<file path="src/rtl/i4p_pkg.sv">
package i4p_pkg;

    localparam int SAMPLE_BITS = 8;
    localparam int EDGE_LEN    = 13;
    localparam int CORNER_POS  = 4;

    localparam logic [3:0] M_VERT = 4'd0;
    localparam logic [3:0] M_HORZ = 4'd1;
    localparam logic [3:0] M_DC   = 4'd2;
    localparam logic [3:0] M_DDL  = 4'd3;
    localparam logic [3:0] M_DDR  = 4'd4;
    localparam logic [3:0] M_VR   = 4'd5;
    localparam logic [3:0] M_HD   = 4'd6;
    localparam logic [3:0] M_VL   = 4'd7;
    localparam logic [3:0] M_HU   = 4'd8;

    localparam logic [1:0] K_EDGE = 2'd0;
    localparam logic [1:0] K_F2   = 2'd1;
    localparam logic [1:0] K_F3   = 2'd2;
    localparam logic [1:0] K_DC   = 2'd3;

    localparam logic [1:0] LAST_ROW = 2'd3;

    typedef logic [SAMPLE_BITS-1:0] t_smp;

    // edge[0..3] = left y=3..0, edge[4] = corner, edge[5..12] = above x=0..7
    typedef t_smp [EDGE_LEN-1:0] t_edge;

    typedef struct packed {
        logic [3:0] mode;
        logic       ok;
        t_smp       dc;
        t_edge      edge_smp;
    } t_job;

    typedef struct packed {
        logic [1:0] kind;
        logic [3:0] idx;
    } t_pick;

    function automatic t_smp avg2(input t_smp a, input t_smp b);
        logic [SAMPLE_BITS:0] s;
        s = {1'b0, a} + {1'b0, b} + (SAMPLE_BITS+1)'(1);
        return s[SAMPLE_BITS:1];
    endfunction

    function automatic t_smp avg3(input t_smp a, input t_smp b, input t_smp c);
        logic [SAMPLE_BITS+1:0] s;
        s = {2'b00, a} + {1'b0, b, 1'b0} + {2'b00, c} + (SAMPLE_BITS+2)'(2);
        return s[SAMPLE_BITS+1:2];
    endfunction

    // source of sample (x, y) for a mode, as an index into the edge or its filtered forms
    function automatic t_pick pick(input logic [3:0] mode, input logic [1:0] x,
                                   input logic [1:0] y);
        int xi;
        int yi;
        int z;
        int b;
        int idx;
        logic [1:0] kind;
        t_pick p;
        xi   = int'(x);
        yi   = int'(y);
        z    = 0;
        b    = 0;
        idx  = 0;
        kind = K_DC;
        case (mode)
            M_VERT: begin
                kind = K_EDGE;
                idx  = 5 + xi;
            end
            M_HORZ: begin
                kind = K_EDGE;
                idx  = 3 - yi;
            end
            M_DC: begin
                kind = K_DC;
            end
            M_DDL: begin
                kind = K_F3;
                idx  = 6 + xi + yi;
            end
            M_DDR: begin
                kind = K_F3;
                idx  = 4 + xi - yi;
            end
            M_VR: begin
                z = 2 * xi - yi;
                if (z >= 0) begin
                    b = xi - (yi >> 1);
                    kind = ((z & 1) == 0) ? K_F2 : K_F3;
                    idx  = 4 + b;
                end else if (z == -1) begin
                    kind = K_F3;
                    idx  = 4;
                end else begin
                    kind = K_F3;
                    idx  = 5 - yi;
                end
            end
            M_HD: begin
                z = 2 * yi - xi;
                if (z >= 0) begin
                    b = yi - (xi >> 1);
                    if ((z & 1) == 0) begin
                        kind = K_F2;
                        idx  = 3 - b;
                    end else begin
                        kind = K_F3;
                        idx  = 4 - b;
                    end
                end else if (z == -1) begin
                    kind = K_F3;
                    idx  = 4;
                end else begin
                    kind = K_F3;
                    idx  = 3 + xi;
                end
            end
            M_VL: begin
                b = xi + (yi >> 1);
                if ((yi & 1) == 0) begin
                    kind = K_F2;
                    idx  = 5 + b;
                end else begin
                    kind = K_F3;
                    idx  = 6 + b;
                end
            end
            M_HU: begin
                z = xi + 2 * yi;
                b = yi + (xi >> 1);
                if (z < 5 && (z & 1) == 0) begin
                    kind = K_F2;
                    idx  = 2 - b;
                end else if (z == 1 || z == 3) begin
                    kind = K_F3;
                    idx  = 2 - b;
                end else if (z == 5) begin
                    kind = K_F3;
                    idx  = 0;
                end else begin
                    kind = K_EDGE;
                    idx  = 0;
                end
            end
            default: begin
                kind = K_DC;
            end
        endcase
        p.kind = kind;
        p.idx  = 4'(idx);
        return p;
    endfunction

endpackage

</file>
<file path="src/rtl/i4p_if.sv">
interface i4p_req_if;
    logic        valid;
    logic        ready;
    logic [3:0]  func;
    logic [63:0] top_row;
    logic [31:0] left_col;
    logic [7:0]  corner;
    logic        left_avail;
    logic        up_left_avail;
    logic        up_avail;
    logic        up_right_avail;

    modport source (
        output valid, func, top_row, left_col, corner,
               left_avail, up_left_avail, up_avail, up_right_avail,
        input  ready
    );
    modport sink (
        input  valid, func, top_row, left_col, corner,
               left_avail, up_left_avail, up_avail, up_right_avail,
        output ready
    );
endinterface

interface i4p_row_if;
    logic        valid;
    logic        ready;
    logic [1:0]  row_index;
    logic [31:0] row_samples;
    logic        last;

    modport source (
        output valid, row_index, row_samples, last,
        input  ready
    );
    modport sink (
        input  valid, row_index, row_samples, last,
        output ready
    );
endinterface

</file>
<file path="src/rtl/i4p_front.sv">
module i4p_front (
    i4p_req_if.sink       i_req,
    input  logic          i_full,
    output logic          o_push,
    output i4p_pkg::t_job o_job
);

    logic                 ura_eff;
    logic [9:0]           sum_h;
    logic [9:0]           sum_v;
    logic [10:0]          sum_hv;
    i4p_pkg::t_edge       edge_smp;
    i4p_pkg::t_smp        dc;
    logic                 ok;

    assign i_req.ready = !i_full;
    assign o_push      = i_req.valid && !i_full;
    assign ura_eff     = i_req.up_right_avail || i_req.up_avail;

    always_comb begin
        edge_smp = '0;
        edge_smp[i4p_pkg::CORNER_POS] = i_req.corner;
        for (int i = 0; i < 8; i++) begin
            if (i >= 4 && i_req.up_avail && !i_req.up_right_avail) begin
                edge_smp[i4p_pkg::CORNER_POS + 1 + i] = i_req.top_row[31:24];
            end else begin
                edge_smp[i4p_pkg::CORNER_POS + 1 + i] = i_req.top_row[8*i +: 8];
            end
        end
        for (int j = 0; j < 4; j++) begin
            edge_smp[i4p_pkg::CORNER_POS - 1 - j] = i_req.left_col[8*j +: 8];
        end
    end

    always_comb begin
        sum_h = 10'(i_req.top_row[7:0]) + 10'(i_req.top_row[15:8])
              + 10'(i_req.top_row[23:16]) + 10'(i_req.top_row[31:24]);
        sum_v = 10'(i_req.left_col[7:0]) + 10'(i_req.left_col[15:8])
              + 10'(i_req.left_col[23:16]) + 10'(i_req.left_col[31:24]);
        sum_hv = 11'(sum_h) + 11'(sum_v) + 11'd4;
        if (i_req.left_avail && i_req.up_avail) begin
            dc = sum_hv[10:3];
        end else if (i_req.left_avail) begin
            dc = 8'((sum_v + 10'd2) >> 2);
        end else if (i_req.up_avail) begin
            dc = 8'((sum_h + 10'd2) >> 2);
        end else begin
            dc = i4p_pkg::t_smp'(1 << (i4p_pkg::SAMPLE_BITS - 1));
        end
    end

    always_comb begin
        case (i_req.func)
            i4p_pkg::M_VERT: ok = i_req.up_avail;
            i4p_pkg::M_HORZ: ok = i_req.left_avail;
            i4p_pkg::M_DC:   ok = 1'b1;
            i4p_pkg::M_DDL,
            i4p_pkg::M_VL:   ok = i_req.up_avail && ura_eff;
            i4p_pkg::M_DDR,
            i4p_pkg::M_VR,
            i4p_pkg::M_HD:   ok = i_req.up_avail && i_req.up_left_avail && i_req.left_avail;
            i4p_pkg::M_HU:   ok = i_req.left_avail;
            default:         ok = 1'b0;
        endcase
    end

    always_comb begin
        o_job.mode     = i_req.func;
        o_job.ok       = ok;
        o_job.dc       = dc;
        o_job.edge_smp = edge_smp;
    end

endmodule

</file>
<file path="src/rtl/i4p_queue.sv">
module i4p_queue (
    input  logic          i_clk,
    input  logic          i_rst_n,
    input  logic          i_push,
    input  i4p_pkg::t_job i_job,
    output logic          o_full,
    output logic          o_valid,
    output i4p_pkg::t_job o_job,
    input  logic          i_pop
);

    i4p_pkg::t_job r_mem [2];
    logic          r_wp;
    logic          r_rp;
    logic [1:0]    r_cnt;
    logic          n_wp;
    logic          n_rp;
    logic [1:0]    n_cnt;
    logic          pop;

    assign o_full  = (r_cnt == 2'd2);
    assign o_valid = (r_cnt != 2'd0);
    assign o_job   = r_mem[r_rp];
    assign pop     = i_pop && o_valid;

    always_comb begin
        n_wp  = i_push ? !r_wp : r_wp;
        n_rp  = pop ? !r_rp : r_rp;
        n_cnt = r_cnt + 2'(i_push) - 2'(pop);
    end

    always_ff @(posedge i_clk) begin
        if (i_push) begin
            r_mem[r_wp] <= i_job;
        end
    end

    always_ff @(posedge i_clk) begin
        if (!i_rst_n) begin
            r_wp  <= 1'b0;
            r_rp  <= 1'b0;
            r_cnt <= 2'd0;
        end else begin
            r_wp  <= n_wp;
            r_rp  <= n_rp;
            r_cnt <= n_cnt;
        end
    end

endmodule

</file>
<file path="src/rtl/i4p_back.sv">
module i4p_back (
    input  logic          i_clk,
    input  logic          i_rst_n,
    input  logic          i_valid,
    input  i4p_pkg::t_job i_job,
    output logic          o_pop,
    i4p_row_if.source     o_row
);

    logic [1:0]     r_row;
    logic           r_vld;
    logic [1:0]     r_idx;
    logic [31:0]    r_samp;
    logic           r_last;
    logic [1:0]     n_row;
    logic           advance;
    i4p_pkg::t_smp  f2 [12];
    i4p_pkg::t_smp  f3 [13];
    logic [31:0]    row_samp;
    i4p_pkg::t_pick pk [4];

    assign advance = i_valid && (!r_vld || o_row.ready);
    assign o_pop   = advance && (r_row == i4p_pkg::LAST_ROW);
    assign n_row   = advance ? r_row + 2'd1 : r_row;

    always_comb begin
        for (int k = 0; k < 12; k++) begin
            f2[k] = i4p_pkg::avg2(i_job.edge_smp[k], i_job.edge_smp[k+1]);
        end
        f3[0]  = i4p_pkg::avg3(i_job.edge_smp[1], i_job.edge_smp[0], i_job.edge_smp[0]);
        for (int k = 1; k < 12; k++) begin
            f3[k] = i4p_pkg::avg3(i_job.edge_smp[k-1], i_job.edge_smp[k],
                                  i_job.edge_smp[k+1]);
        end
        f3[12] = i4p_pkg::avg3(i_job.edge_smp[11], i_job.edge_smp[12], i_job.edge_smp[12]);
    end

    always_comb begin
        row_samp = '0;
        for (int x = 0; x < 4; x++) begin
            pk[x] = i4p_pkg::pick(i_job.mode, 2'(x), r_row);
            case (pk[x].kind)
                i4p_pkg::K_EDGE: row_samp[8*x +: 8] = i_job.edge_smp[pk[x].idx];
                i4p_pkg::K_F2:   row_samp[8*x +: 8] = f2[pk[x].idx];
                i4p_pkg::K_F3:   row_samp[8*x +: 8] = f3[pk[x].idx];
                default:         row_samp[8*x +: 8] = i_job.dc;
            endcase
        end
        if (!i_job.ok) begin
            row_samp = '0;
        end
    end

    always_ff @(posedge i_clk) begin
        if (advance) begin
            r_idx  <= r_row;
            r_samp <= row_samp;
            r_last <= (r_row == i4p_pkg::LAST_ROW);
        end
    end

    always_ff @(posedge i_clk) begin
        if (!i_rst_n) begin
            r_row <= 2'd0;
            r_vld <= 1'b0;
        end else begin
            r_row <= n_row;
            if (advance) begin
                r_vld <= 1'b1;
            end else if (o_row.ready) begin
                r_vld <= 1'b0;
            end
        end
    end

    assign o_row.valid       = r_vld;
    assign o_row.row_index   = r_idx;
    assign o_row.row_samples = r_samp;
    assign o_row.last        = r_last;

endmodule

</file>
<file path="src/rtl/h264_intra4x4_luma_predictor_core.sv">
// channel  dir  modport  payload
// i_req    in   sink     func, top_row, left_col, corner, four availability flags
// o_row    out  source   row_index, row_samples, last
//
// A request is classified (edge padding, DC, availability) as it is taken and
// enters a two-entry queue; the row generator then emits four rows, one per cycle while o_row is not stalled.
// Sustained request throughput is set by the single-row output stage.
// A taken request is written into the queue; its first row is then registered in the output register for o_row.
// i_rst_n is synchronous, active low; it empties the queue and the output register.
// A stalled o_row holds its row; the queue keeps taking requests until full.
module h264_intra4x4_luma_predictor_core (
    input  logic        i_clk,
    input  logic        i_rst_n,
    i4p_req_if.sink     i_req,
    i4p_row_if.source   o_row
);

    logic          push;
    logic          full;
    logic          head_valid;
    logic          pop;
    i4p_pkg::t_job in_job;
    i4p_pkg::t_job head_job;

    i4p_front u_front (
        .i_req  (i_req),
        .i_full (full),
        .o_push (push),
        .o_job  (in_job)
    );

    i4p_queue u_queue (
        .i_clk   (i_clk),
        .i_rst_n (i_rst_n),
        .i_push  (push),
        .i_job   (in_job),
        .o_full  (full),
        .o_valid (head_valid),
        .o_job   (head_job),
        .i_pop   (pop)
    );

    i4p_back u_back (
        .i_clk   (i_clk),
        .i_rst_n (i_rst_n),
        .i_valid (head_valid),
        .i_job   (head_job),
        .o_pop   (pop),
        .o_row   (o_row)
    );

endmodule
</file>
<file path="src/flat_wrapper.sv">
// flat-port wrapper written by rule: the top's interface ports become plain ports
module h264_intra4x4_luma_predictor_core_flat 
  (i_clk, i_rst_n, i_req_valid, i_req_func, i_req_top_row, i_req_left_col, i_req_corner, i_req_left_avail, i_req_up_left_avail, i_req_up_avail, i_req_up_right_avail, i_req_ready, o_row_valid, o_row_row_index, o_row_row_samples, o_row_last, o_row_ready);
  i4p_req_if i_req_i ();
  i4p_row_if o_row_i ();
  input  logic i_clk;
  input  logic i_rst_n;
  input wire logic [$bits(i_req_i.valid)-1:0] i_req_valid;
  input wire logic [$bits(i_req_i.func)-1:0] i_req_func;
  input wire logic [$bits(i_req_i.top_row)-1:0] i_req_top_row;
  input wire logic [$bits(i_req_i.left_col)-1:0] i_req_left_col;
  input wire logic [$bits(i_req_i.corner)-1:0] i_req_corner;
  input wire logic [$bits(i_req_i.left_avail)-1:0] i_req_left_avail;
  input wire logic [$bits(i_req_i.up_left_avail)-1:0] i_req_up_left_avail;
  input wire logic [$bits(i_req_i.up_avail)-1:0] i_req_up_avail;
  input wire logic [$bits(i_req_i.up_right_avail)-1:0] i_req_up_right_avail;
  output wire logic [$bits(i_req_i.ready)-1:0] i_req_ready;
  output wire logic [$bits(o_row_i.valid)-1:0] o_row_valid;
  output wire logic [$bits(o_row_i.row_index)-1:0] o_row_row_index;
  output wire logic [$bits(o_row_i.row_samples)-1:0] o_row_row_samples;
  output wire logic [$bits(o_row_i.last)-1:0] o_row_last;
  input wire logic [$bits(o_row_i.ready)-1:0] o_row_ready;
  assign i_req_i.valid = i_req_valid;
  assign i_req_i.func = i_req_func;
  assign i_req_i.top_row = i_req_top_row;
  assign i_req_i.left_col = i_req_left_col;
  assign i_req_i.corner = i_req_corner;
  assign i_req_i.left_avail = i_req_left_avail;
  assign i_req_i.up_left_avail = i_req_up_left_avail;
  assign i_req_i.up_avail = i_req_up_avail;
  assign i_req_i.up_right_avail = i_req_up_right_avail;
  assign i_req_ready = i_req_i.ready;
  assign o_row_valid = o_row_i.valid;
  assign o_row_row_index = o_row_i.row_index;
  assign o_row_row_samples = o_row_i.row_samples;
  assign o_row_last = o_row_i.last;
  assign o_row_i.ready = o_row_ready;
  h264_intra4x4_luma_predictor_core u_core (.i_clk(i_clk), .i_rst_n(i_rst_n), .i_req(i_req_i), .o_row(o_row_i));
endmodule
</file>
<file path="config.mk">
export PLATFORM = sky130hd
export DESIGN_NAME = h264_intra4x4_luma_predictor_core_flat
export DESIGN_NICKNAME = d
export VERILOG_FILES = /design/src/rtl/i4p_pkg.sv /design/src/rtl/i4p_if.sv /design/src/rtl/i4p_front.sv /design/src/rtl/i4p_queue.sv /design/src/rtl/i4p_back.sv /design/src/rtl/h264_intra4x4_luma_predictor_core.sv /design/src/flat_wrapper.sv
export SDC_FILE = /design/constraint.sdc
export NUM_CORES = 1
export LEC_CHECK = 0
export BUFFER_PORTS_ARGS = -buffer_cell sky130_fd_sc_hd__buf_2
export CAP_MARGIN = 20
export CORE_AREA = 2 2 247 346
export DETAILED_ROUTE_END_ITERATION = 16
export DIE_AREA = 0 0 249 348
export PLACE_DENSITY = 0.54
export SYNTH_ARGS = -nofsm -noshare
export SYNTH_HDL_FRONTEND = slang
export SYNTH_SLANG_ARGS = --single-unit
</file>
<file path="constraint.sdc">
create_clock -name i_clk -period 6.1 [get_ports i_clk]
set_input_delay 0.305 -clock i_clk [delete_from_list [all_inputs] [get_ports i_clk]]
set_output_delay 0.305 -clock i_clk [all_outputs]
set_load 0.02 [all_outputs]
</file>
==> run summary, run 1 <==
Final period util -> 0.927
initial core utilization -> 0.397
Via density -> 6.53
Num CTS Buffers -> 31
core box area -> 83,700 sq um
WL final -> 172 mm
PortBufs -> 152
die area -> 86,700 sq um
Core Rows -> 126
crit-path max FO -> 21
DP Wirelength -> 132 mm
initial antenna violation count -> 13
Setup-failing EPs final -> 0
vias in the first global route -> 33,000
clock slew at reported path FFs -> 0.06 ns
synthesized area -> 33,200 sq um
Setup TNS -> 0 ns
maxcap violations -> 0
drt initial violations -> 4,379
asr flop ratio synth -> 0
WHS Endpoint -> u_core.u_queue.r_mem[0][88]
Area Growth Syn to Fin -> 13.9%
WL/cell -> 32.7 um
RSZ-0062 raised after global routing -> no
# placed instances -> 5,111
Crit. End Element -> register
Worst Setup Path Type -> register to register
PnR worst setup slack -> 0.445 ns
fin crit period -> 5.66 ns
warnings from Yosys -> 0
Critical Path RT -> 6.43 ns
Clk Tree Root Cell -> clkbuf_16
Die Y -> 348 um
status -> finished clean
Hold Path Origin -> i_req_top_row[48]
GP Congestion -> 1.09
setup bufs post-CTS -> 0
Worst VDD drop -> 320 uV
Overall Global Routing Usage -> 0.387
Syn Area/Cell -> 8.49 sq um
Startpoint Class -> register
hold_ws -> 0.00630 ns
CTS Buffer Depth -> 3
die width -> 249 um
RR Endpoint -> u_core.u_back.o_row.row_samples[26]
r2r worst-path depth -> 14
largest area contributor in the netlist -> edfxtp_1
Post-route DRC -> 0
Cell variety after synth -> 103
clk_lat worst skew -> 0.64 ns
max_slew headroom -> 0.126
Routed Antenna Nets -> 0
Leak Pwr -> 15.1 nW
Net Count, Synth -> 4,395
CTS Sinks -> 277
first-pass GRT wire length -> 241 mm
r2r setup slk -> 0.44 ns
Hold Path Class -> primary input to register
Post-synth EDFFs -> 269
Overflow after GRT -> 0
htree depth -> 1
dominant synthesized flop cell -> edfxtp_1
maximum number of pins on one net before global-route repair -> 112
most common cell after layout, fill and taps aside -> nand2_1
dpl ws -> 0.779 ns
share of layout cells above drive strength 1 -> 0.138
Worst EP arrival -> 5.98 ns
vias -> 34,400
Layout Nets -> 4,635
commonest cells after routing, fill and taps aside -> 587 x nand2_1, 351 x nor2_1, 269 x edfxtp_1
skew final -> 0.0293 ns
DRT Pass-1 Iters -> 6
Fillers -> 8,248
Least-Margin Pin Slew -> 1.31 ns
Synth area leaders -> edfxtp_1 24%, ha_1 9.3%, fa_1 7.4%
FMAX -> 177 MHz
area fraction of the dominant cell type after synthesis -> 0.243
Yosys reg bits -> 277
io pins -> 153
PD cells -> 385 nW/um^2
Final Hold Fails -> 0
fin cells -> 5,260
Slew Limit Fails -> 0
cell count after synthesis -> 3,911
Final Power -> 14.6 mW
worst hold stages -> 3
sequential area share after synthesis -> 0.248
CTS tree -> done
-- synth_stat cells (11+ instances only) --
cell	count
mux2i_1	97
edfxtp_1	269
a211oi_1	99
buf_4	16
o221ai_1	13
o21bai_1	25
or2_2	11
a311oi_1	35
nand3_1	149
or3_1	33
nand2_1	588
nor2b_1	48
nor3b_1	11
o31ai_1	15
nand2b_1	26
o21a_1	32
clkbuf_1	75
nor2_1	355
o311ai_0	21
and3_1	36
nand4_1	11
and2_1	33
xor2_1	62
mux2_2	74
xnor2_1	90
mux4_2	22
inv_1	208
nor3_1	116
a311o_1	11
o211ai_1	114
a21o_1	20
a21oi_1	181
a31oi_1	82
nor4_1	14
o21ai_0	153
ha_1	246
buf_2	102
buf_1	17
o22ai_1	24
fa_1	122
o2111ai_1	30
-- cell type report --
| type | instances | area [sq um] | area share |
|---|---|---|---|
| clock inverters | 16 | 151 | 0.00400 |
| inverters | 211 | 792 | 0.0209 |
| well taps | 1088 | 1360 | 0.0360 |
| clock buffers | 36 | 795 | 0.0210 |
| multi-input cells | 3201 | 23200 | 0.614 |
| diodes | 2 | 5.00 | 0.000132 |
| repair buffers | 429 | 3260 | 0.0861 |
| flip-flops and latches | 277 | 8240 | 0.218 |
-- worst max-delay path, cell delays in order, from the launching register on --
cell	delay, ns
dfxtp_4	0.59
buf_12	0.28
mux2i_1	0.57
inv_1	0.40
fa_1	0.59
ha_1	0.44
nand3_1	0.13
o2111ai_1	0.41
xor2_1	0.44
nand2_1	0.09
nand3_1	0.10
nand2_1	0.09
o21ai_0	0.42
o221ai_1	0.19
a41oi_1	0.59
-- what timing repair did --
item                                   4_1_cts  5_1_grt
hold buffers                                93        0
endpoints found under the hold margin      186        0
gates resized for setup                      0        0
-- state kept, by name, summed over array words and instances, names as in the netlist, named ones only --
register,count
u_core.u_back.o_row.valid,1
u_core.u_back.r_row,2
u_core.u_back.o_row.last,1
u_core.u_back.o_row.row_samples,32
u_core.u_queue.r_wp,1
u_core.u_queue.r_mem,234
u_core.u_queue.r_cnt,2
u_core.u_queue.r_rp,1
u_core.u_back.o_row.row_index,2
-- per-layer routing --
| layer | share of wire | global-route usage | up-vias |
|---|---|---|---|
| met5 | 0.00041 | 0 | - |
| met2 | 0.43 | 0.601 | 2212 |
| met3 | 0.096 | 0.0805 | 691 |
| li1 | - | - | 14900 |
| met4 | 0.11 | 0.356 | 10 |
| met1 | 0.36 | 0.448 | 16600 |
-- how the worst max path moves through the flow --
stage	end	slack, ns	startpoint	cells past startpoint
after global placement	u_core.u_back.o_row.row_samples[26]	0.81	register	14
after detailed placement	u_core.u_back.o_row.row_samples[13]	0.78	register	16
final	u_core.u_back.o_row.row_samples[26]	0.44	register	14
after CTS	u_core.u_back.o_row.row_samples[13]	0.76	register	16
after global routing	u_core.u_back.o_row.row_samples[26]	0.38	register	14
after floorplan	u_core.u_back.o_row.row_samples[7]	0.91	register	23
-- stage by stage --
step                 util  instance area (sq um)
floorplan               -                  33200
global placement    0.429                  35900
detailed placement  0.429                  35900
CTS                 0.452                  37800
global route        0.452                  37800
finish              0.452                  37800
-- cell families after synthesis --
family          Yosys count  synth area share
compound gates         1002             0.210
fa+ha+maj               368             0.166
mux                     212            0.0796
xor+xnor                152            0.0401
flops                   277             0.248
buf+inv                 433            0.0574
simple gates           1467             0.199
-- report_power, final --
group / internal, mW / switching [mW] / total (mW)
Clock: 0.984 / 0.867 / 1.85
Sequential: 2.39 / 0.118 / 2.50
Combinational: 3.46 / 6.73 / 10.2
No activity file was read; power rests on OpenSTA's default activity.
==> run 2: changes to the inputs <==
--- a/config.mk
+++ b/config.mk
@@ -11,6 +11,7 @@
 export DETAILED_ROUTE_END_ITERATION = 16
 export DIE_AREA = 0 0 249 348
 export PLACE_DENSITY = 0.54
+export RECOVER_POWER = 100
 export SYNTH_ARGS = -nofsm -noshare
 export SYNTH_HDL_FRONTEND = slang
 export SYNTH_SLANG_ARGS = --single-unit
==> run summary, run 2 (synthesis results as in run 1) <==
Metal-1 WL -> 60.7 mm (-0.68%)
PD cells -> 387 nW/um^2 (+0.51%)
Post-route DRC -> 0 (unchanged)
CTS tree -> done
Core Rows -> 126 (unchanged)
Area Growth Syn to Fin -> 13.3%
setup bufs post-CTS -> 0 (unchanged)
WHS Endpoint -> u_core.u_queue.r_mem[0][88]
skew final -> 0.0322 ns (+0.00291 ns)
failing checks -> max-capacitance violations, max-slew violations
Slew Limit Fails -> 201 (+201)
CP top delay family -> simple AND/OR/NAND/NOR gates
first-pass GRT wire length -> 241 mm (unchanged)
share of total power in combinational logic -> 0.699 (-0.002)
RR Endpoint -> u_core.u_back.o_row.row_samples[18]
wire length on met2 -> 74.9 mm (+0.27%)
drt initial violations -> 4,388 (+0.21%)
initial antenna violation count -> 12 (-1)
clock slew at reported path FFs -> 0.06 ns (about the same)
Design Area, Final -> 37,600 sq um (-0.59%)
status -> finished, violations left
maximum number of pins on one net before global-route repair -> 112 (unchanged)
GP Congestion -> 1.09 (unchanged)
Num CTS Buffers -> 31 (unchanged)
Least-Margin Pin Slew -> 3.51 ns (+2.20 ns)
Final Hold Fails -> 0 (unchanged)
Critical Path Max Stage Delay -> 1.14 ns (+0.55 ns)
Switching Power -> 7.73 mW (+0.16%)
Setup TNS -> 0 ns (unchanged)
Slowest cell on crit path -> and2_1
switch share -> 0.532 (+0.00130)
cts hold-fix bufs -> 93 (unchanged)
clk_lat worst skew -> 0.64 ns (about the same)
Clk pwr share -> 0.128 (about the same)
Critical Path RT -> 6.46 ns (+0.03 ns)
PortBufs -> 152 (unchanged)
Worst Setup Path Type -> register to register
sequential share of power -> 0.173 (about the same)
Overall Global Routing Usage -> 0.387 (unchanged)
DP Area -> 35,900 sq um (unchanged)
initial core utilization -> 0.397 (unchanged)
PnR worst setup slack -> 0.156 ns (-0.289 ns)
Overflow after GRT -> 0 (unchanged)
DP Wirelength -> 132 mm (unchanged)
DRT Pass-1 Iters -> 8 (+2)
Die Y -> 348 um (unchanged)
most common cell after layout, fill and taps aside -> nand2_1
Setup-failing EPs final -> 0 (unchanged)
Crit path buffers/inverters -> 1 (-1)
io pins -> 153 (unchanged)
Worst VDD drop -> 321 uV (+0.19%)
commonest cells after routing, fill and taps aside -> 587 x nand2_1, 352 x nor2_1, 269 x edfxtp_1
core box area -> 83,700 sq um (unchanged)
share of layout cells above drive strength 1 -> 0.108 (-0.0297)
Leak Pwr -> 14.8 nW (-2.4%)
CTS Buffer Depth -> 3 (unchanged)
worst path cell trace -> clkbuf_1 > ha_1 > nor2_1 > nand2_1 > o221a_2 > and2_1 > nand2_1 > o22a_1 > o22ai_1 > nor3_1 > nor2_1
Resized cells post-CTS -> 0 (unchanged)
crit-path max FO -> 24 (+14%)
Layout Nets -> 4,635 (unchanged)
Cell Int Power -> 6.81 mW (-0.36%)
max reg flops -> 234 (unchanged)
r2r worst-path depth -> 11 (-3)
WL/cell -> 32.7 um (about the same)
Routed Antenna Nets -> 0 (unchanged)
top layer reached by signal wires -> met5
r2r setup slk -> 0.16 ns (-0.29 ns)
die width -> 249 um (unchanged)
maxcap violations -> 3 (+3)
largest reg by FF count -> u_core.u_queue.r_mem
max_slew headroom -> -1.34 (-1.46)
R2R Path Start -> u_core.u_back.r_row[1]
Startpoint Class -> register
vias -> 34,400 (+0.26%)
Fillers -> 8,307 (+0.72%)
fin crit period -> 5.94 ns (+0.289 ns)
met3 wire length -> 16.8 mm (+1.6%)
htree depth -> 1 (unchanged)
Final period util -> 0.974 (+0.0473)
Via density -> 6.55 (+0.26%)
Hold Path Origin -> i_req_top_row[48]
WL final -> 172 mm (about the same)
die area -> 86,700 sq um (unchanged)
FMAX -> 168 MHz (-4.9%)
vias in the first global route -> 33,000 (unchanged)
CTS Sinks -> 277 (unchanged)
Worst EP arrival -> 6.30 ns (+0.32 ns)
dpl ws -> 0.779 ns (unchanged)
Hold Path Class -> primary input to register
RSZ-0062 raised after global routing -> no
Crit. End Element -> register
worst hold stages -> 3 (unchanged)
Clk Tree Root Cell -> clkbuf_16
[run 2: routing by layer]
layer / track usage / vias to the layer above
li1: - / 14900
met1: 0.448 / 16500
met2: 0.601 / 2335
met3: 0.0805 / 688
met4: 0.356 / 10
met5: 0 / -
[run 2: power by group through the flow]
stage / logic, mW / registers [mW] / clock network [mW]
final: 10.2 / 2.52 / 1.85
after global routing: 10.7 / 2.53 / 1.94
after CTS: 9.76 / 2.50 / 1.87
after detailed placement: 9.66 / 2.54 / 0
after global placement: 9.68 / 2.54 / 0
after floorplan: 6.18 / 2.55 / 0
[run 2: final cells by class]
type,instances,area [sq um],share of cell area
sequential,277,8240,0.219
inverter,211,792,0.0211
clock buffer,36,795,0.0211
tap,1088,1360,0.0362
antenna,2,5.00,0.000133
multi-input combinational,3201,23200,0.617
clock inverter,16,151,0.00403
timing repair buffer,429,3050,0.0811
[run 2: worst register-to-register path, stage by stage (launching register included)]
cell      delay (ns)
dfxtp_1         0.33
clkbuf_1        1.05
ha_1            0.67
nor2_1          0.19
nand2_1         0.16
o221a_2         0.34
and2_1          1.14
nand2_1         0.80
o22a_1          0.39
o22ai_1         0.18
nor3_1          0.07
nor2_1          0.37
[run 2: per-stage QoR]
step                       util  total power [mW]  hold WS, ns  instances
after CTS                 0.452              14.1      0.00235       5256
after global placement    0.429              12.2        0.496       5111
after global routing      0.449              15.2      0.00882       5258
final                     0.449              14.5       0.0116       5260
after detailed placement  0.429              12.2        0.498       5111
after floorplan               -              8.74        0.404       3911
[run 2: how the worst max path moves through the flow]
stage | startpoint | to | slack [ns] | cells past startpoint
after CTS | register | u_core.u_back.o_row.row_samples[13] | 0.76 | 16
after floorplan | register | u_core.u_back.o_row.row_samples[7] | 0.91 | 23
after global placement | register | u_core.u_back.o_row.row_samples[26] | 0.81 | 14
after detailed placement | register | u_core.u_back.o_row.row_samples[13] | 0.78 | 16
final | u_core.u_back.r_row[1] | u_core.u_back.o_row.row_samples[18] | 0.16 | 11
after global routing | register | u_core.u_back.o_row.row_samples[23] | 0.20 | 12
